### config.mk
export PLATFORM = sky130hd
export DESIGN_NAME = zip_local_header_walker_unit
export DESIGN_NICKNAME = d
export VERILOG_FILES = /design/src/design/zlhw_pkg.sv /design/src/design/zip_local_header_walker_unit.sv
export SDC_FILE = /design/constraint.sdc
export NUM_CORES = 1
export LEC_CHECK = 0
export BUFFER_PORTS_ARGS = -buffer_cell sky130_fd_sc_hd__buf_4
export CORE_ASPECT_RATIO = 1.2
export CORE_MARGIN = 1
export CORE_UTILIZATION = 40
export CTS_BUF_LIST = sky130_fd_sc_hd__clkbuf_8 sky130_fd_sc_hd__clkbuf_16
export CTS_CLUSTER_DIAMETER = 200
export DETAILED_ROUTE_END_ITERATION = 12
export PLACE_DENSITY = 0.61
export SLEW_MARGIN = 30
export SYNTH_ARGS = -nofsm -noshare
export SYNTH_HDL_FRONTEND = slang
export SYNTH_SLANG_ARGS = --single-unit
### constraint.sdc
create_clock -name clk -period 7.57 [get_ports clk]
set_input_delay 1.8925 -clock clk [delete_from_list [all_inputs] [get_ports clk]]
set_output_delay 1.8925 -clock clk [all_outputs]
set_load 0.1 [all_outputs]
### src/design/zlhw_pkg.sv
package zlhw_pkg;

  localparam int HEADER_BYTES     = 26;
  localparam int DESCRIPTOR_BYTES = 12;
  localparam int DESCRIPTOR_BIT   = 3;
  localparam int FIFO_DEPTH       = 4;
  localparam int PTR_BITS         = $clog2(FIFO_DEPTH);
  localparam int CNT_BITS         = $clog2(FIFO_DEPTH + 1);

  localparam logic [15:0] METHOD_STORED = 16'h0000;
  localparam logic [23:0] SIG_HEAD       = 24'h504B03;
  localparam logic [7:0]  SIG_TAIL       = 8'h04;

  localparam logic [7:0] SIG_BYTES [4] = '{8'h50, 8'h4B, 8'h03, 8'h04};

  typedef enum logic [1:0] {
    KIND_NAME     = 2'd0,
    KIND_FOUND    = 2'd1,
    KIND_NOARCH   = 2'd2,
    KIND_ENDED    = 2'd3
  } kind_t;

  typedef enum logic [5:0] {
    PH_SEARCH    = 6'b000001,
    PH_HEADER    = 6'b000010,
    PH_NAME      = 6'b000100,
    PH_SKIP      = 6'b001000,
    PH_SIGNATURE = 6'b010000,
    PH_DONE      = 6'b100000
  } phase_t;

  typedef struct packed {
    kind_t       kind;
    logic [7:0]  name_byte;
    logic        name_last;
    logic        empty_name;
    logic [31:0] start_offset;
    logic        run_last;
  } res_t;

endpackage

### src/design/zip_local_header_walker_unit.sv
// ZIP local header walker.
// Input stream: one file byte per word on in_tdata, in_tlast on the final
// byte of the file. The block searches for the first local header signature,
// reports its offset (kind 1), then walks the chain of local headers and
// emits every entry name byte by byte (kind 0, name_last on the final name
// byte, empty_name for a zero-length name). The walk stops at the first bad
// signature. The final byte of a file adds a closing word: kind 2 when no
// signature was seen, else kind 3; the block is then ready for a new file.
// out_tlast marks the last result word caused by one input byte.
// Throughput: one byte per cycle while in_tready is high; a byte that causes
// two results writes two words. Results go into a four-word queue and
// in_tready is high while at least two entries are free, so the input keeps
// moving while the receiver holds a finished word; a long stall on out_tready
// fills the queue and then drops in_tready until words drain.
// Reset (rst_n low, synchronous) empties the queue and returns the parser to
// the search state with the byte offset at zero.
module zip_local_header_walker_unit
  import zlhw_pkg::*;
#(
  parameter int OFFSET_BITS = 32
) (
  input  logic        clk,
  input  logic        rst_n,
  input  logic        in_tvalid,
  output logic        in_tready,
  input  logic [7:0]  in_tdata,   // [7:0] data_byte
  input  logic        in_tlast,   // last_byte
  output logic        out_tvalid,
  input  logic        out_tready,
  output logic [39:0] out_tdata,  // [7:0] name_byte, [39:8] start_offset
  output logic [3:0]  out_tuser,  // [1:0] kind, [2] name_last, [3] empty_name
  output logic        out_tlast   // run_last
);

  phase_t                 phase_r, phase_nxt;
  logic [23:0]            window_r, window_nxt;
  logic [OFFSET_BITS-1:0] pos_r, pos_nxt;
  logic [4:0]             hidx_r, hidx_nxt;
  logic [15:0]            method_r, method_nxt;
  logic                   desc_r, desc_nxt;
  logic [31:0]            packed_r, packed_nxt;
  logic [31:0]            plain_r, plain_nxt;
  logic [15:0]            nlen_r, nlen_nxt;
  logic [15:0]            xlen_r, xlen_nxt;
  logic [33:0]            skip_r, skip_nxt;
  logic [15:0]            ncnt_r, ncnt_nxt;

  res_t                   fifo_r [FIFO_DEPTH];
  logic [PTR_BITS-1:0]    wr_ptr_r, rd_ptr_r;
  logic [CNT_BITS-1:0]    count_r;

  logic                   accept, pop;
  logic [7:0]             b;
  logic                   have_body;
  res_t                   body, res0, res1, end_res;
  logic [1:0]             n_res;
  logic [OFFSET_BITS-1:0] off_pos;
  logic [OFFSET_BITS+31:0] off_ext;
  logic [33:0]            skip_sum;
  logic [15:0]            ncnt_inc;
  logic [33:0]            skip_dec;

  assign accept    = in_tvalid && in_tready;
  assign pop       = out_tvalid && out_tready;
  assign in_tready = (count_r <= CNT_BITS'(FIFO_DEPTH - 2));
  assign b         = in_tdata;

  assign off_pos  = pos_r - OFFSET_BITS'(3);
  assign off_ext  = {32'd0, off_pos};
  assign ncnt_inc = ncnt_r + 16'd1;
  assign skip_dec = skip_r - 34'd1;
  // extra length high byte arrives with the final header byte
  assign skip_sum = 34'({b, xlen_r[7:0]})
                  + ((method_r == METHOD_STORED) ? 34'(plain_r) : 34'(packed_r))
                  + (desc_r ? 34'(DESCRIPTOR_BYTES) : 34'd0);

  always_comb begin
    phase_nxt  = phase_r;
    window_nxt = window_r;
    hidx_nxt   = hidx_r;
    method_nxt = method_r;
    desc_nxt   = desc_r;
    packed_nxt = packed_r;
    plain_nxt  = plain_r;
    nlen_nxt   = nlen_r;
    xlen_nxt   = xlen_r;
    skip_nxt   = skip_r;
    ncnt_nxt   = ncnt_r;
    pos_nxt    = pos_r + OFFSET_BITS'(1);
    have_body  = 1'b0;
    body       = '0;
    body.kind  = KIND_NAME;

    case (phase_r)
      PH_SEARCH: begin
        if (b == SIG_TAIL && window_r == SIG_HEAD) begin
          have_body         = 1'b1;
          body.kind         = KIND_FOUND;
          body.start_offset = off_ext[31:0];
          phase_nxt  = PH_HEADER;
          hidx_nxt   = '0;
          method_nxt = '0;
          desc_nxt   = 1'b0;
          packed_nxt = '0;
          plain_nxt  = '0;
          nlen_nxt   = '0;
          xlen_nxt   = '0;
        end
        window_nxt = {window_r[15:0], b};
      end
      PH_HEADER: begin
        case (hidx_r)
          5'd2:  desc_nxt           = b[DESCRIPTOR_BIT];
          5'd4:  method_nxt[7:0]    = b;
          5'd5:  method_nxt[15:8]   = b;
          5'd14: packed_nxt[7:0]    = b;
          5'd15: packed_nxt[15:8]   = b;
          5'd16: packed_nxt[23:16]  = b;
          5'd17: packed_nxt[31:24]  = b;
          5'd18: plain_nxt[7:0]     = b;
          5'd19: plain_nxt[15:8]    = b;
          5'd20: plain_nxt[23:16]   = b;
          5'd21: plain_nxt[31:24]   = b;
          5'd22: nlen_nxt[7:0]      = b;
          5'd23: nlen_nxt[15:8]     = b;
          5'd24: xlen_nxt[7:0]      = b;
          5'd25: xlen_nxt[15:8]     = b;
          default: ;
        endcase
        hidx_nxt = hidx_r + 5'd1;
        if (hidx_r == 5'(HEADER_BYTES - 1)) begin
          skip_nxt = skip_sum;
          if (nlen_r == 16'd0) begin
            have_body       = 1'b1;
            body.name_last  = 1'b1;
            body.empty_name = 1'b1;
            if (skip_sum == 34'd0) begin
              phase_nxt = PH_SIGNATURE;
              hidx_nxt  = '0;
            end else begin
              phase_nxt = PH_SKIP;
            end
          end else begin
            phase_nxt = PH_NAME;
            ncnt_nxt  = '0;
          end
        end
      end
      PH_NAME: begin
        ncnt_nxt       = ncnt_inc;
        have_body      = 1'b1;
        body.name_byte = b;
        if (ncnt_inc == nlen_r) begin
          body.name_last = 1'b1;
          if (skip_r == 34'd0) begin
            phase_nxt = PH_SIGNATURE;
            hidx_nxt  = '0;
          end else begin
            phase_nxt = PH_SKIP;
          end
        end
      end
      PH_SKIP: begin
        skip_nxt = skip_dec;
        if (skip_dec == 34'd0) begin
          phase_nxt = PH_SIGNATURE;
          hidx_nxt  = '0;
        end
      end
      PH_SIGNATURE: begin
        if (b != SIG_BYTES[hidx_r[1:0]]) begin
          phase_nxt = PH_DONE;
        end else begin
          hidx_nxt = hidx_r + 5'd1;
          if (hidx_r == 5'd3) begin
            phase_nxt  = PH_HEADER;
            hidx_nxt   = '0;
            method_nxt = '0;
            desc_nxt   = 1'b0;
            packed_nxt = '0;
            plain_nxt  = '0;
            nlen_nxt   = '0;
            xlen_nxt   = '0;
          end
        end
      end
      default: ;
    endcase

    end_res          = '0;
    end_res.kind     = (phase_nxt == PH_SEARCH) ? KIND_NOARCH : KIND_ENDED;
    end_res.run_last = 1'b1;

    res0 = body;
    res1 = end_res;
    if (in_tlast) begin
      if (have_body) begin
        n_res = 2'd2;
      end else begin
        n_res = 2'd1;
        res0  = end_res;
      end
      // back to the reset state for the next file
      phase_nxt  = PH_SEARCH;
      window_nxt = '0;
      pos_nxt    = '0;
      hidx_nxt   = '0;
      method_nxt = '0;
      desc_nxt   = 1'b0;
      packed_nxt = '0;
      plain_nxt  = '0;
      nlen_nxt   = '0;
      xlen_nxt   = '0;
      skip_nxt   = '0;
      ncnt_nxt   = '0;
    end else begin
      n_res         = have_body ? 2'd1 : 2'd0;
      res0.run_last = 1'b1;
    end
  end

  always_ff @(posedge clk) begin
    if (!rst_n) begin
      phase_r  <= PH_SEARCH;
      window_r <= '0;
      pos_r    <= '0;
      hidx_r   <= '0;
      method_r <= '0;
      desc_r   <= 1'b0;
      packed_r <= '0;
      plain_r  <= '0;
      nlen_r   <= '0;
      xlen_r   <= '0;
      skip_r   <= '0;
      ncnt_r   <= '0;
    end else if (accept) begin
      phase_r  <= phase_nxt;
      window_r <= window_nxt;
      pos_r    <= pos_nxt;
      hidx_r   <= hidx_nxt;
      method_r <= method_nxt;
      desc_r   <= desc_nxt;
      packed_r <= packed_nxt;
      plain_r  <= plain_nxt;
      nlen_r   <= nlen_nxt;
      xlen_r   <= xlen_nxt;
      skip_r   <= skip_nxt;
      ncnt_r   <= ncnt_nxt;
    end
  end

  // result queue
  always_ff @(posedge clk) begin
    if (accept && n_res != 2'd0) begin
      fifo_r[wr_ptr_r] <= res0;
    end
    if (accept && n_res == 2'd2) begin
      fifo_r[wr_ptr_r + PTR_BITS'(1)] <= res1;
    end
  end

  always_ff @(posedge clk) begin
    if (!rst_n) begin
      wr_ptr_r <= '0;
      rd_ptr_r <= '0;
      count_r  <= '0;
    end else begin
      if (accept) begin
        wr_ptr_r <= wr_ptr_r + PTR_BITS'(n_res);
      end
      if (pop) begin
        rd_ptr_r <= rd_ptr_r + PTR_BITS'(1);
      end
      count_r <= count_r + (accept ? CNT_BITS'(n_res) : CNT_BITS'(0))
                         - (pop ? CNT_BITS'(1) : CNT_BITS'(0));
    end
  end

  res_t head;
  assign head       = fifo_r[rd_ptr_r];
  assign out_tvalid = (count_r != '0);
  assign out_tdata  = {head.start_offset, head.name_byte};
  assign out_tuser  = {head.empty_name, head.name_last, head.kind};
  assign out_tlast  = head.run_last;

endmodule

* After elaboration in Yosys (flattened, before gate mapping)
Memories as Yosys holds them, arrays and structs flattened. A register that Yosys moved wholly into a read port is not among the register bits.
Index checks and enable logic that the tools add are counted.
Widths: inputs -> output; s select.
** Word-level totals
- Flip-flop bits (word level) :: 229
- Input port bits :: 13
- Bits in writable memories :: 180
- Memories :: 1
- Logic and storage cells :: 224
- Output and inout bits :: 47
** Memories
- fifo_r :: depth 4, width 45, rd ports 1, clocked after Yosys merged registers in 1, write ports 2, RTL line zip_local_header_walker_unit.sv:48 : res_t fifo_r [FIFO_DEPTH];
** Operators by class
- Equal/unequal tests :: 49
- Reductions and logical operators :: 35
- Magnitude comparators :: 2
- $add $sub $neg :: 12
- Bitwise operators :: 1
- Multiplexer cells :: 101
** Operators by type and width (number)
- $mux 32 :: 9
- $pmux 32 s3 :: 2
- $mux 8 :: 17
- $mux 16 :: 8
- $logic_not 34->1 :: 3
- $pmux 16 s3 :: 2
- $reduce_and 6->1 :: 14
- $mux 34 :: 2
- $pmux 34 s2 :: 1
- $mux 5 :: 13
- $eq 5x5->1 const B :: 10
- $mux 24 :: 2
- $mux 45 :: 1
- $mux 44 :: 1
- $mux 6 :: 7
- $ne 3x2->1 const B :: 14
- $add 33x4->34 :: 1
- $sub 34x1->34 const B :: 1
- $add 16x32->33 :: 1
- $add 32x1->32 const B :: 1
- $logic_not 16->1 :: 2
- $pmux 16 s2 :: 1
- $sub 32x2->32 const B :: 1
- $pmux 6 s5 :: 1
- 40 further kinds :: 85

* Longest topological paths before layout
Gate-level depths: netlist of run 1.
- Word-level depth :: 13
- Depth in mapped cells :: 24

* Worst setup path after synthesis of run 1
Ideal clock, no wire load.
- Path type :: reg-to-reg
- From :: register method_r[10]
- To :: register hidx_r[0]
- Path slack :: 1.843 ns
- Period minus slack after synthesis :: 5.727 ns
- Data arrival time :: 5.606 ns
- Cell stages (with the launch flop) :: 21
- Path buffers :: 4
- Setup time :: 0.122 ns
- Path through :: dfxtp_1 -> nor4_1 -> and4_1 -> clkbuf_1 -> buf_1 -> clkbuf_1 -> clkbuf_1 -> nand2_1 -> nand2_1 -> ha_1 -> ha_1 -> and3_1 -> nor2b_1 -> a2111oi_1 -> a211oi_2 -> xnor2_1 -> or4b_1 -> nor4_1 -> o2111ai_1 -> o211a_1 -> o311a_1
** On the way
- Cells in the longest elaborated chain, start to end :: 10
** RTL lines
- start: declaration :: RTL line zip_local_header_walker_unit.sv:39 : logic [15:0] method_r, method_nxt;
- start signal: assignment :: RTL line zip_local_header_walker_unit.sv:241 : method_r <= method_nxt;
- $logic_not 16->1 :: RTL line zip_local_header_walker_unit.sv:74 : + ((method_r == METHOD_STORED) ? 34'(plain_r) : 34'(packed_r))
- $mux 32 :: RTL line zip_local_header_walker_unit.sv:74
- $add 16x32->33 :: RTL line zip_local_header_walker_unit.sv:74
- $add 33x4->34 :: RTL line zip_local_header_walker_unit.sv:75 : + (desc_r ? 34'(DESCRIPTOR_BYTES) : 34'd0);
- $logic_not 34->1 :: RTL line zip_local_header_walker_unit.sv:137 : if (skip_sum == 34'd0) begin
- $mux 5 :: RTL line zip_local_header_walker_unit.sv:137
- $mux 5 :: RTL line zip_local_header_walker_unit.sv:133 : if (nlen_r == 16'd0) begin
- $mux 5 :: RTL line zip_local_header_walker_unit.sv:131 : if (hidx_r == 5'(HEADER_BYTES - 1)) begin
- $pmux 5 s5 :: RTL line zip_local_header_walker_unit.sv:94 : case (phase_r)
- $mux 5 :: RTL line zip_local_header_walker_unit.sv:196 : if (in_tlast) begin
- end signal: assignment :: RTL line zip_local_header_walker_unit.sv:240 : hidx_r <= hidx_nxt;
- end: declaration :: RTL line zip_local_header_walker_unit.sv:38 : logic [4:0] hidx_r, hidx_nxt;
Every way passes these cells.
A chain may end at the register's enable or synchronous reset.

* Worst setup path after layout of run 1
- From :: register method_r[6]
- To :: register hidx_r[2]
The elaborated chain is that of the path after synthesis.

==> results of run 1 <==
[layer usage]
metal	vias up	part of all wire [%]	global-route usage (%)	routed length [um]
met1	8917	42	28.2	26400
met4	0	3.2	8.99	2020
met2	511	50	41.4	31300
met3	114	4.9	3.26	3080
li1	8717	-	-	-
met5	-	0	0	0
[state kept, by name, summed over array words and instances (netlist names), 5 cells and up, named ones only]
| signal | flops |
|---|---|
| fifo_r | 180 |
| hidx_r | 5 |
| method_r | 16 |
| ncnt_r | 16 |
| nlen_r | 16 |
| packed_r | 32 |
| phase_r | 6 |
| plain_r | 32 |
| pos_r | 32 |
| skip_r | 34 |
| window_r | 24 |
| xlen_r | 8 |
[worst reg2reg max path: stages, from the launching register on]
cell	delay, ns
sky130_fd_sc_hd__dfxtp_1	0.31
sky130_fd_sc_hd__nor4_1	0.41
sky130_fd_sc_hd__and4_1	0.71
sky130_fd_sc_hd__mux2i_1	0.21
sky130_fd_sc_hd__fa_1	0.57
sky130_fd_sc_hd__inv_1	0.06
sky130_fd_sc_hd__ha_1	0.29
sky130_fd_sc_hd__a211oi_1	0.11
sky130_fd_sc_hd__nor3_1	0.53
sky130_fd_sc_hd__o211ai_1	0.38
sky130_fd_sc_hd__a211oi_2	0.43
sky130_fd_sc_hd__xnor2_1	0.17
sky130_fd_sc_hd__or4b_1	0.48
sky130_fd_sc_hd__nor4_1	0.20
sky130_fd_sc_hd__o2111ai_1	0.35
sky130_fd_sc_hd__o211a_1	0.39
sky130_fd_sc_hd__o221ai_1	0.19
sky130_fd_sc_hd__o21ai_1	0.09
[cell usage after synthesis, types with 56 or more instances]
| cell | instances |
|---|---|
| sky130_fd_sc_hd__nor2b_1 | 161 |
| sky130_fd_sc_hd__a21oi_1 | 77 |
| sky130_fd_sc_hd__clkbuf_1 | 147 |
| sky130_fd_sc_hd__xor2_1 | 61 |
| sky130_fd_sc_hd__a22oi_1 | 103 |
| sky130_fd_sc_hd__nor3_1 | 65 |
| sky130_fd_sc_hd__nor2_1 | 128 |
| sky130_fd_sc_hd__nand3_1 | 56 |
| sky130_fd_sc_hd__dfxtp_1 | 407 |
| sky130_fd_sc_hd__nand2_1 | 286 |
| sky130_fd_sc_hd__o21ai_0 | 180 |
[final timing paths]
path | from | endpoint | slack, ns | cells after the start
hold / removal | fifo_r[0][29]$_SDFFE_PP0P_ | fifo_r[0][29]$_SDFFE_PP0P_ | 0.44 | 2
setup / recovery | method_r[6]$_SDFFE_PN0P_ | hidx_r[2]$_SDFFE_PN0P_ | 1.58 | 17
setup reg to reg | method_r[6]$_SDFFE_PN0P_ | hidx_r[2]$_SDFFE_PN0P_ | 1.58 | 17
hold reg to reg | fifo_r[0][29]$_SDFFE_PP0P_ | fifo_r[0][29]$_SDFFE_PP0P_ | 0.44 | 2
[power breakdown]
group	switching, W	internal, W
logic	0.000642	0.000302
registers	0.0000703	0.00222
clock network	0.000940	0.00124
total	0.00165	0.00376
[cell families (layout without fill, tap and decap cells)]
group / Yosys count / count (layout) / share of synthesized area [%]
adder cells (fa/ha/maj): 52 / 52 / 3.23
buffers and inverters: 203 / 217 / 3.68
multiplexers: 99 / 99 / 7.42
AND/OR/NAND/NOR: 947 / 947 / 23.2
other: 0 / 1 / 0
flip-flops: 411 / 411 / 39.2
XOR/XNOR: 109 / 109 / 4.53
AO/OA/AOI/OAI: 592 / 592 / 18.7
[final cells by class]
cell class / count / area share, %
Multi-Input combinational cell: 1799 / 51.4
Clock buffer: 57 / 5.45
Sequential cell: 411 / 34.9
Inverter: 35 / 0.555
Timing Repair Buffer: 98 / 3.19
Antenna cell: 1 / 0.0106
Tap cell: 697 / 3.68
Clock inverter: 27 / 0.777
[stage by stage]
step	hold WS (ns)	setup slack [ns]	instances	util (%)	instance area, um^2
floorplan	0.420	1.84	2413	-	21100
global placement	0.428	1.26	3039	42.8	22100
detailed placement	0.437	1.25	3040	42.9	22200
CTS	0.451	1.51	3124	45.8	23700
global route	0.473	1.14	3125	45.8	23700
finish	0.444	1.58	3125	45.8	23700
==> qor_table.md, run 1 <==
| Item | This run |
|:---|:---|
| Portion of the post-synthesis area used by sequential elements | 39.2% |
| Slew at the pin with the worst max-slew slack | 0.990 ns |
| Final net count | 2,455 |
| Number of synthesized flops with an enable pin | 4 |
| Fraction of final layout cells sized beyond drive strength 1 | 11.0% |
| Row count | 91 |
| Most common cell after layout, fill and taps aside | sky130_fd_sc_hd__dfxtp_1 |
| Hold WC Path Type | register to register |
| Clock tree root buffer cell | sky130_fd_sc_hd__clkbuf_16 |
| Setup Buffers After CTS | 0 |
| Portion of synthesized cell area occupied by the leading cell type | 38.6% |
| Final weighted congestion in routability-driven placement | 0.893 |
| Post-detailed-route count of antenna-violating nets | 0 |
| FF+latch count, synth | 411 |
| Area of the core region | 51,700 um^2 |
| WL final | 62,800 um |
| Number of instances resized during post-cts repair | 0 |
| Clock transition at path regs | 0.06 ns |
| Largest area contributor in the synthesized netlist | sky130_fd_sc_hd__dfxtp_1 |
| I/O Buffers | 59 |
| Highest clock frequency the design can meet | 167 MHz |
| Type of the worst setup path | register to register |
| Number of clock buffers inserted by TritonCTS | 45 |
| Total power density per cell area | 229 nW/um^2 |
| I/O pin count | 60 |
| Average instance area after synthesis | 8.74 um^2 |
| Yosys warns | 0 |
| Source-to-sink clock delay at the later pin of the worst-skew pair | 0.60 ns |
| Die boundary width | 212 um |
| Via count of the first global-routing pass | 17,837 |
| Initial DRC count | 1,246 |
| Relative area change from synthesis to final layout | 12.3% |
| Clock tree from TritonCTS | yes |
| Overall die height | 254 um |
| Shortest clock period the worst path allows after layout | 5.99 ns |
| Post-synth net total | 2,478 |
| Global-route wire length before repair | 99,300 um |
| Via count of the routed design | 18,259 |
| Startpoint type of the worst setup path | register |
| Die area | 53,600 um^2 |
| Crit path required time | 8.02 ns |
| Sort of element at the end of the critical path | register |
| Number of hold-slack violations in the final timing report | 0 |
| Final cycle utilization of the critical path | 79.2% |
| Most used cell along the critical path | sky130_fd_sc_hd__nor4_1 |
| Primary FF master, synth | sky130_fd_sc_hd__dfxtp_1 |
| Number of hold buffers added after cts | 0 |
| CTS H-Tree Depth | 2 |
| Number of max-slew violations in the final report | 0 |
| Commonest cells after routing, fill and taps aside | 405 x sky130_fd_sc_hd__dfxtp_1, 285 x sky130_fd_sc_hd__nand2_1, 180 x sky130_fd_sc_hd__o21ai_0, 161 x sky130_fd_sc_hd__nor2b_1, 125 x sky130_fd_sc_hd__nor2_1 |
| Cell-by-cell listing of the critical path | nor4_1, and4_1, mux2i_1, fa_1, inv_1, ha_1, a211oi_1, nor3_1, o211ai_1, a211oi_2, xnor2_1, or4b_1, nor4_1, o2111ai_1, o211a_1, o221ai_1, o21ai_1 |
| Leakage | 8.45 nW |
| Sequential cell area | 8270 um^2 |
| Worst path slowest cell | sky130_fd_sc_hd__and4_1 |
| Top cells by area, synth | sky130_fd_sc_hd__dfxtp_1 39%, sky130_fd_sc_hd__nand2_1 5.1%, sky130_fd_sc_hd__mux4_2 4.8% |
| Post-synth design cell area | 21,100 um^2 |
| Number of buffers on the longest clock path | 3 |
| Post-route DRC violation count | 0 |
| Async set or reset register ratio after synthesis | 0% |
| Total gr overflow | 0 |
| Buffers & Inverters on Critical Path | 1 |
| Number of fill cells in the layout | 5,069 |
| Number of detailed-route iterations in the first pass | 5 |
| Final total negative setup slack | 0 ns |
| Outcome | complete, no violations |
| Largest delay contributor family on the critical path | simple AND/OR/NAND/NOR gates |
| Detailed Place HPWL | 42,700 um |
| Tot Pwr | 0.00542 W |
| Post-synthesis cell type count | 84 |
| Max rail drop VDD | 0.189 mV |
| Number of antenna violations at the first check in global routing | 1 |
| Data arrival at the endpoint of the critical path | 6.45 ns |
| Area of the multi-input gates | 12,200 um^2 |
| RSZ-0062 raised after global routing | false |
| Layout Skew | 0.0300 ns |
| Average routed wire per standard cell | 20.1 um |
| Via density | 5.84 |
| Top fanout value on the critical path | 13 |
| Finish-stage setup viols | 0 |
| Worst-case headroom to the max-slew limit | 33.8% |
| Effective utilization at floorplan | 40.8% |
| Maximum number of pins on one net before global-route repair | 103 |
| Max-capacitance violation count | 0 |
| Instance count of the mapped netlist | 2,413 |
| Largest stage delay on the critical path | 0.71 ns |
| TritonCTS sink count | 411 |
| All-Layer GR Usage | 23.3% |
No activity file was read; power rests on OpenSTA's default activity.
==> run 2: changes to the inputs <==
- PLACE_DENSITY: 0.61 -> 0.63
- clock period: 7.57 -> 5.35 ns (I/O delays scaled with it)
==> run 2 against run 1 <==
  * Non-clock buffer count is 40 higher
  * Wire length is 0.81% lower
  * Design area is 2.2% higher
  * Combinational power is 40% higher
  * Sequential share of layout area is 0.75 points lower
  * Die area stayed put
  * Critical endpoint is now hidx_r[0]$_SDFFE_PN0P_
  * Highest routed layer unchanged
==> qor_table.md, run 2 (synthesis gave the netlist of run 1 again) <==
| Item | This run | vs previous |
|:---|:---|:---|
| Global-route track usage on met3 | 2.92% | -0.35 points |
| Fraction of final layout cells sized beyond drive strength 1 | 13.4% | +2.4 points |
| Hold WC Path Type | register to register |  |
| Most common cell after layout, fill and taps aside | sky130_fd_sc_hd__dfxtp_1 |  |
| Clock tree from TritonCTS | yes |  |
| Least setup slack across all paths after layout | 0.247 ns | -1.33 ns |
| WL final | 62,300 um | -0.81% |
| Post-route non-filler standard cell count | 3,161 | +1.2% |
| Number of antenna violations at the first check in global routing | 1 | unchanged |
| Overall die height | 254 um | unchanged |
| Number of hold-slack violations in the final timing report | 0 | unchanged |
| Worst-case headroom to the max-slew limit | 33.2% | -0.57 points |
| Outcome | complete, no violations |  |
| Post-detailed-route count of antenna-violating nets | 0 | unchanged |
| Clock transition at path regs | 0.06 ns | about the same |
| Cell area after placement | 22,500 um^2 | +1.3% |
| Inst Count DP | 3,073 | +1.1% |
| Leakage | 8.68 nW | +2.7% |
| Shortest clock period the worst path allows after layout | 5.10 ns | -0.890 ns |
| Clock tree root buffer cell | sky130_fd_sc_hd__clkbuf_16 |  |
| Number of max-slew violations in the final report | 0 | unchanged |
| Top fanout value on the critical path | 5 | -8 |
| Average routed wire per standard cell | 19.7 um | -1.9% |
| Sort of element at the end of the critical path | register |  |
| Source-to-sink clock delay at the later pin of the worst-skew pair | 0.60 ns | about the same |
| Total gr overflow | 0 | unchanged |
| Crit path required time | 5.82 ns | -2.20 ns |
| Via count of the routed design | 18,559 | +1.6% |
| Register name with the most flops | fifo_r |  |
| Final net count | 2,494 | +1.6% |
| Met1 track demand over resource | 28.1% | -0.10 points |
| Detailed Place HPWL | 43,200 um | +1.3% |
| Global-route layer with the greatest usage | met2 |  |
| Total power density per cell area | 319 nW/um^2 | +39% |
| Final weighted congestion in routability-driven placement | 0.928 | +3.9% |
| Final instance area | 24,200 um^2 | +2.2% |
| Max-capacitance violation count | 0 | unchanged |
| Final cycle utilization of the critical path | 95.4% | +16 points |
| Number of clock buffers inserted by TritonCTS | 44 | -2.2% |
| Max rail drop VDD | 0.300 mV | +59% |
| Die boundary width | 212 um | unchanged |
| Number of hold buffers added after cts | 0 | unchanged |
| Maximum number of pins on one net before global-route repair | 124 | +20% |
| Global-route wire length before repair | 99,500 um | +0.23% |
| Slack of the worst reg-to-reg path | 0.25 ns | -1.33 ns |
| Number of flip-flops in the largest register | 180 | unchanged |
| Via density | 5.87 | +0.49% |
| Type of the worst setup path | register to register |  |
| Row count | 91 | unchanged |
| Die area | 53,600 um^2 | unchanged |
| Effective utilization at floorplan | 40.8% | unchanged |
| Final core occ | 46.8% | +1.0 points |
| CTS H-Tree Depth | 2 | unchanged |
| Number of buffers on the longest clock path | 3 | unchanged |
| Area of the core region | 51,700 um^2 | unchanged |
| TritonCTS sink count | 411 | unchanged |
| Initial DRC count | 1,399 | +12% |
| Biggest regs | fifo_r: 180 flops, skip_r: 34 flops |  |
| Slew at the pin with the worst max-slew slack | 0.999 ns | +0.00939 ns |
| Highest clock frequency the design can meet | 196 MHz | +17% |
| Worst setup slack before clock tree synthesis | -0.207 ns | -1.46 ns |
| Global routing met2 resource utilization | 41.3% | -0.11 points |
| I/O Buffers | 59 | unchanged |
| Startpoint type of the worst setup path | register |  |
| Commonest cells after routing, fill and taps aside | 405 x sky130_fd_sc_hd__dfxtp_1, 285 x sky130_fd_sc_hd__nand2_1, 179 x sky130_fd_sc_hd__o21ai_0, 159 x sky130_fd_sc_hd__nor2b_1, 132 x sky130_fd_sc_hd__buf_4 |  |
| Tot Pwr | 0.00772 W | +43% |
| All-Layer GR Usage | 23.1% | -0.15 points |
| Via count of the first global-routing pass | 18,195 | +2.0% |
| I/O pin count | 60 | unchanged |
| Post-route DRC violation count | 0 | unchanged |
| Finish-stage setup viols | 0 | unchanged |
| Relative area change from synthesis to final layout | 14.8% |  |
| Data arrival at the endpoint of the critical path | 5.57 ns | -0.88 ns |
| Number of detailed-route iterations in the first pass | 6 | +1 |
| Layout Skew | 0.0347 ns | +0.00463 ns |
[run 2: through the flow]
step	TNS (ns)	hold slack [ns]
6_report	0	0.451
5_1_grt	-0.00601	0.475
4_1_cts	0	0.452
3_5_place_dp	-0.915	0.437
3_3_place_gp	0	0.428
2_1_floorplan	0	0.420
[run 2: layout make-up]
cell class	instances	area, um^2
clock inverters	24	219
inverters	35	131
multi-input cells	1799	12300
well taps	697	872
clock buffers	56	1280
repair buffers	138	1100
flip-flops and latches	411	8280
diodes	1	2.50
fillers	4993	27500
[run 2: final timing paths]
path / startpoint / to / cells past startpoint
max reg2reg: method_r[13]$_SDFFE_PN0P_ / hidx_r[0]$_SDFFE_PN0P_ / 16
min: fifo_r[1][4]$_SDFFE_PP0P_ / fifo_r[1][4]$_SDFFE_PP0P_ / 2
max: method_r[13]$_SDFFE_PN0P_ / hidx_r[0]$_SDFFE_PN0P_ / 16
min reg2reg: fifo_r[1][4]$_SDFFE_PP0P_ / fifo_r[1][4]$_SDFFE_PP0P_ / 2
[run 2: critical path, cell delays in order (launching register included)]
cell                        delay (ns)
sky130_fd_sc_hd__dfxtp_1          0.33
sky130_fd_sc_hd__nor4_2           0.32
sky130_fd_sc_hd__and4_4           0.35
sky130_fd_sc_hd__mux2i_4          0.25
sky130_fd_sc_hd__fa_1             0.49
sky130_fd_sc_hd__fa_2             0.43
sky130_fd_sc_hd__nor2b_2          0.14
sky130_fd_sc_hd__o31ai_1          0.07
sky130_fd_sc_hd__buf_4            0.14
sky130_fd_sc_hd__a311o_1          0.39
sky130_fd_sc_hd__a21oi_2          0.20
sky130_fd_sc_hd__xor2_1           0.20
sky130_fd_sc_hd__or4b_1           0.49
sky130_fd_sc_hd__nor4_2           0.28
sky130_fd_sc_hd__o2111ai_2        0.28
sky130_fd_sc_hd__o211a_4          0.36
sky130_fd_sc_hd__o311a_1          0.28
[run 2: what timing repair did]
| item | in CTS | in global routing |
|---|---|---|
| endpoints found under the setup margin | 5 | 7 |
| pin swaps | 0 | 14 |
| resized for setup | 4 | 32 |
| buffers inserted | 0 | 7 |
[run 2: metal layers]
| metal | share of wire [%] | wire, um |
|---|---|---|
| met3 | 4.8 | 2990 |
| met5 | 0 | 0 |
| met2 | 50 | 31100 |
| met1 | 42 | 26100 |
| met4 | 3.3 | 2060 |
[run 2: power by group]
group	switching, W	internal, W
Combinational	0.000879	0.000443
Clock	0.00134	0.00180
Sequential	0.000118	0.00314
==> run 3: changes to the inputs <==
- CELL_PAD_IN_SITES_DETAIL_PLACEMENT: not set -> 0
- CELL_PAD_IN_SITES_GLOBAL_PLACEMENT: not set -> 1
- PLACE_DENSITY: 0.63 -> 0.77
==> run 3 against run 2 <==
  * Wire length is 0.29% higher
  * Total power shrank 0.71%
  * Die area did not move
  * Global-route usage is 0.11 points higher
  * Count of clock-buffer cells in the layout grew 2
  * Worst hold slack lost 0.0037 ns
  * Non-clock buffer count rose by 37
  * Critical path depth rose by 4
  * Sequential power hardly changed
  * Critical path type unchanged
  * Largest cell class unchanged
  * Largest power group unchanged
==> qor_table.md, run 3 (synthesis gave the netlist of run 1 again) <==
| Item | This run | vs previous |
|:---|:---|:---|
| Number of buffers on the longest clock path | 3 | unchanged |
| Worst path slowest cell | sky130_fd_sc_hd__fa_1 |  |
| Least setup slack across all paths after layout | 0.135 ns | -0.112 ns |
| Cell area after placement | 22,700 um^2 | +1.0% |
| WHS Endpoint | fifo_r[3][3]$_SDFFE_PP0P_ |  |
| Leakage | 8.82 nW | +1.6% |
| Final net count | 2,531 | +1.5% |
| Most used cell along the critical path | sky130_fd_sc_hd__buf_4 |  |
| Initial DRC count | 1,416 | +1.2% |
| Shortest clock period the worst path allows after layout | 5.22 ns | +0.112 ns |
| Biggest regs | fifo_r: 180 flops, skip_r: 34 flops |  |
| Hold WC Path Type | register to register |  |
| FF-to-FF path depth | 20 | +4 |
| Max-capacitance violation count | 0 | unchanged |
| Type of the worst setup path | register to register |  |
| Clock transition at path regs | 0.06 ns | about the same |
| Source-to-sink clock delay at the later pin of the worst-skew pair | 0.58 ns | -0.02 ns |
| Max rail drop VDD | 0.310 mV | +3.3% |
| Terminus of the critical flop-to-flop path | hidx_r[1]$_SDFFE_PN0P_ |  |
| Number of clock buffers inserted by TritonCTS | 44 | unchanged |
| Number of cells on the worst hold path | 2 | unchanged |
| Worst-case headroom to the max-slew limit | 39.7% | +6.5 points |
| Via density | 5.81 | -0.97% |
| Post-route DRC violation count | 0 | unchanged |
| WL final | 62,500 um | +0.29% |
| Clock tree from TritonCTS | yes |  |
| Total power density per cell area | 313 nW/um^2 | -1.8% |
| Effective utilization at floorplan | 40.8% | unchanged |
| Number of hold-slack violations in the final timing report | 0 | unchanged |
| CTS H-Tree Depth | 2 | unchanged |
| Inst Count DP | 3,109 | +1.2% |
| Highest clock frequency the design can meet | 192 MHz | -2.2% |
| I/O pin count | 60 | unchanged |
| Via count of the first global-routing pass | 18,295 | +0.55% |
| Crit path required time | 5.81 ns | about the same |
| Number of antenna cells inserted | 0 | -1 |
| Most common cell after layout, fill and taps aside | sky130_fd_sc_hd__dfxtp_1 |  |
| Row count | 91 | unchanged |
| Maximum number of pins on one net before global-route repair | 98 | -21% |
| Final weighted congestion in routability-driven placement | 0.895 | -3.6% |
| Detailed Place HPWL | 44,000 um | +1.9% |
| Final core occ | 47.4% | +0.54 points |
| Number of flip-flops in the largest register | 180 | unchanged |
| Worst setup slack before clock tree synthesis | 0.0534 ns | +0.260 ns |
| Die boundary width | 212 um | unchanged |
| Startpoint of the most critical hold path | fifo_r[3][3]$_SDFFE_PP0P_ |  |
| Number of hold buffers added after cts | 0 | unchanged |
| I/O Buffers | 59 | unchanged |
| Die area | 53,600 um^2 | unchanged |
| Largest stage delay on the critical path | 0.49 ns | about the same |
| Post-detailed-route count of antenna-violating nets | 0 | unchanged |
| Slack of the worst reg-to-reg path | 0.13 ns | -0.11 ns |
| Layout Skew | 0.0311 ns | -0.00352 ns |
| Data arrival at the endpoint of the critical path | 5.67 ns | +0.10 ns |
| Relative area change from synthesis to final layout | 16.2% |  |
| Fraction of final layout cells sized beyond drive strength 1 | 14.8% | +1.4 points |
| Via count of the routed design | 18,576 | +0.092% |
| Number of antenna violations at the first check in global routing | 1 | unchanged |
| Sort of element at the end of the critical path | register |  |
| Finish-stage setup viols | 0 | unchanged |
| Average routed wire per standard cell | 19.5 um | -0.78% |
| Area of the core region | 51,700 um^2 | unchanged |
| Startpoint type of the worst setup path | register |  |
| Cell-by-cell listing of the critical path | nor4_1, and4_1, buf_4, mux2i_4, fa_1, fa_2, nor2b_4, o31ai_2, buf_4, a311o_2, buf_4, a211oi_2, xor2_1, nand4_1, nor4_4, o2111ai_2, buf_4, o211a_4, o21ai_0, a21boi_1 |  |
| Global-route wire length before repair | 99,700 um | +0.12% |
| Number of max-slew violations in the final report | 0 | unchanged |
| Final instance area | 24,500 um^2 | +1.2% |
| Slew at the pin with the worst max-slew slack | 0.902 ns | -0.0968 ns |
| TritonCTS sink count | 411 | unchanged |
| Register name with the most flops | fifo_r |  |
| Top fanout value on the critical path | 5 | unchanged |
| Clock tree root buffer cell | sky130_fd_sc_hd__clkbuf_16 |  |
| Outcome | complete, no violations |  |
| Number of detailed-route iterations in the first pass | 7 | +1 |
| Reg-to-reg critical path startpoint | method_r[6]$_SDFFE_PN0P_ |  |
| Final cycle utilization of the critical path | 97.5% | +2.1 points |
| Total gr overflow | 0 | unchanged |
| All-Layer GR Usage | 23.2% | +0.11 points |
| Commonest cells after routing, fill and taps aside | 405 x sky130_fd_sc_hd__dfxtp_1, 285 x sky130_fd_sc_hd__nand2_1, 179 x sky130_fd_sc_hd__o21ai_0, 171 x sky130_fd_sc_hd__buf_4, 159 x sky130_fd_sc_hd__nor2b_1 |  |
| Overall die height | 254 um | unchanged |
| Post-route non-filler standard cell count | 3,195 | +1.1% |
-- run 3: final cells by class --
class | count | area (um^2)
Timing Repair Buffer | 175 | 1360
Tap cell | 697 | 872
Multi-Input combinational cell | 1799 | 12400
Inverter | 35 | 131
Fill cell | 5000 | 27200
Clock inverter | 20 | 183
Sequential cell | 411 | 8280
Clock buffer | 58 | 1290
-- run 3: timing repair --
action / in CTS / in global routing
endpoints found under the setup margin: 0 / 7
buffers inserted: 0 / 7
resized for setup: 0 / 44
endpoints found under the hold margin: 0 / 0
-- run 3: how the worst max path moves through the flow --
stage                                   start                     end  slack, ns  cells past startpoint
CTS                  method_r[1]$_SDFFE_PN0P_  hidx_r[1]$_SDFFE_PN0P_       0.03                     21
floorplan           method_r[10]$_SDFFE_PN0P_  hidx_r[0]$_SDFFE_PN0P_       0.09                     23
detailed placement  method_r[10]$_SDFFE_PN0P_  hidx_r[2]$_SDFFE_PN0P_       0.05                     20
global route         method_r[1]$_SDFFE_PN0P_  hidx_r[2]$_SDFFE_PN0P_      -0.07                     21
global placement    method_r[10]$_SDFFE_PN0P_  hidx_r[0]$_SDFFE_PN0P_       0.15                     19
finish               method_r[6]$_SDFFE_PN0P_  hidx_r[1]$_SDFFE_PN0P_       0.13                     20
-- run 3: power breakdown --
group	switching, W	leakage [nW]	internal [W]
combinational	0.000851	4.74	0.000443
clock	0.00128	0.763	0.00184
sequential	0.000117	3.32	0.00314
total	0.00225	8.82	0.00542
-- run 3: layer usage --
layer | wire (um) | share of wire (%) | vias up | GRT usage [%]
met3 | 2880 | 4.6 | 128 | 3.42
li1 | - | - | 8873 | -
met1 | 26400 | 42 | 9080 | 28.0
met4 | 2010 | 3.2 | 2 | 8.92
met5 | 17 | 0.027 | - | 0
met2 | 31200 | 50 | 493 | 41.3
-- run 3: per-stage QoR --
| step | TNS [ns] | hold slack [ns] | power [W] |
|---|---|---|---|
| after floorplan | 0 | 0.420 | 0.00423 |
| after global placement | 0 | 0.427 | 0.00458 |
| after detailed placement | 0 | 0.439 | 0.00460 |
| after CTS | 0 | 0.452 | 0.00771 |
| after global routing | -0.174 | 0.469 | 0.00797 |
| final | 0 | 0.447 | 0.00767 |
-- run 3: worst max-delay path: cells and delay by family (launching register included) --
kind,cells,cell delay (ns)
compound gates,7,1.50
xor+xnor,1,0.23
fa+ha+maj,2,0.93
buf+inv,4,0.69
flops,1,0.31
mux,1,0.23
simple gates,5,1.21
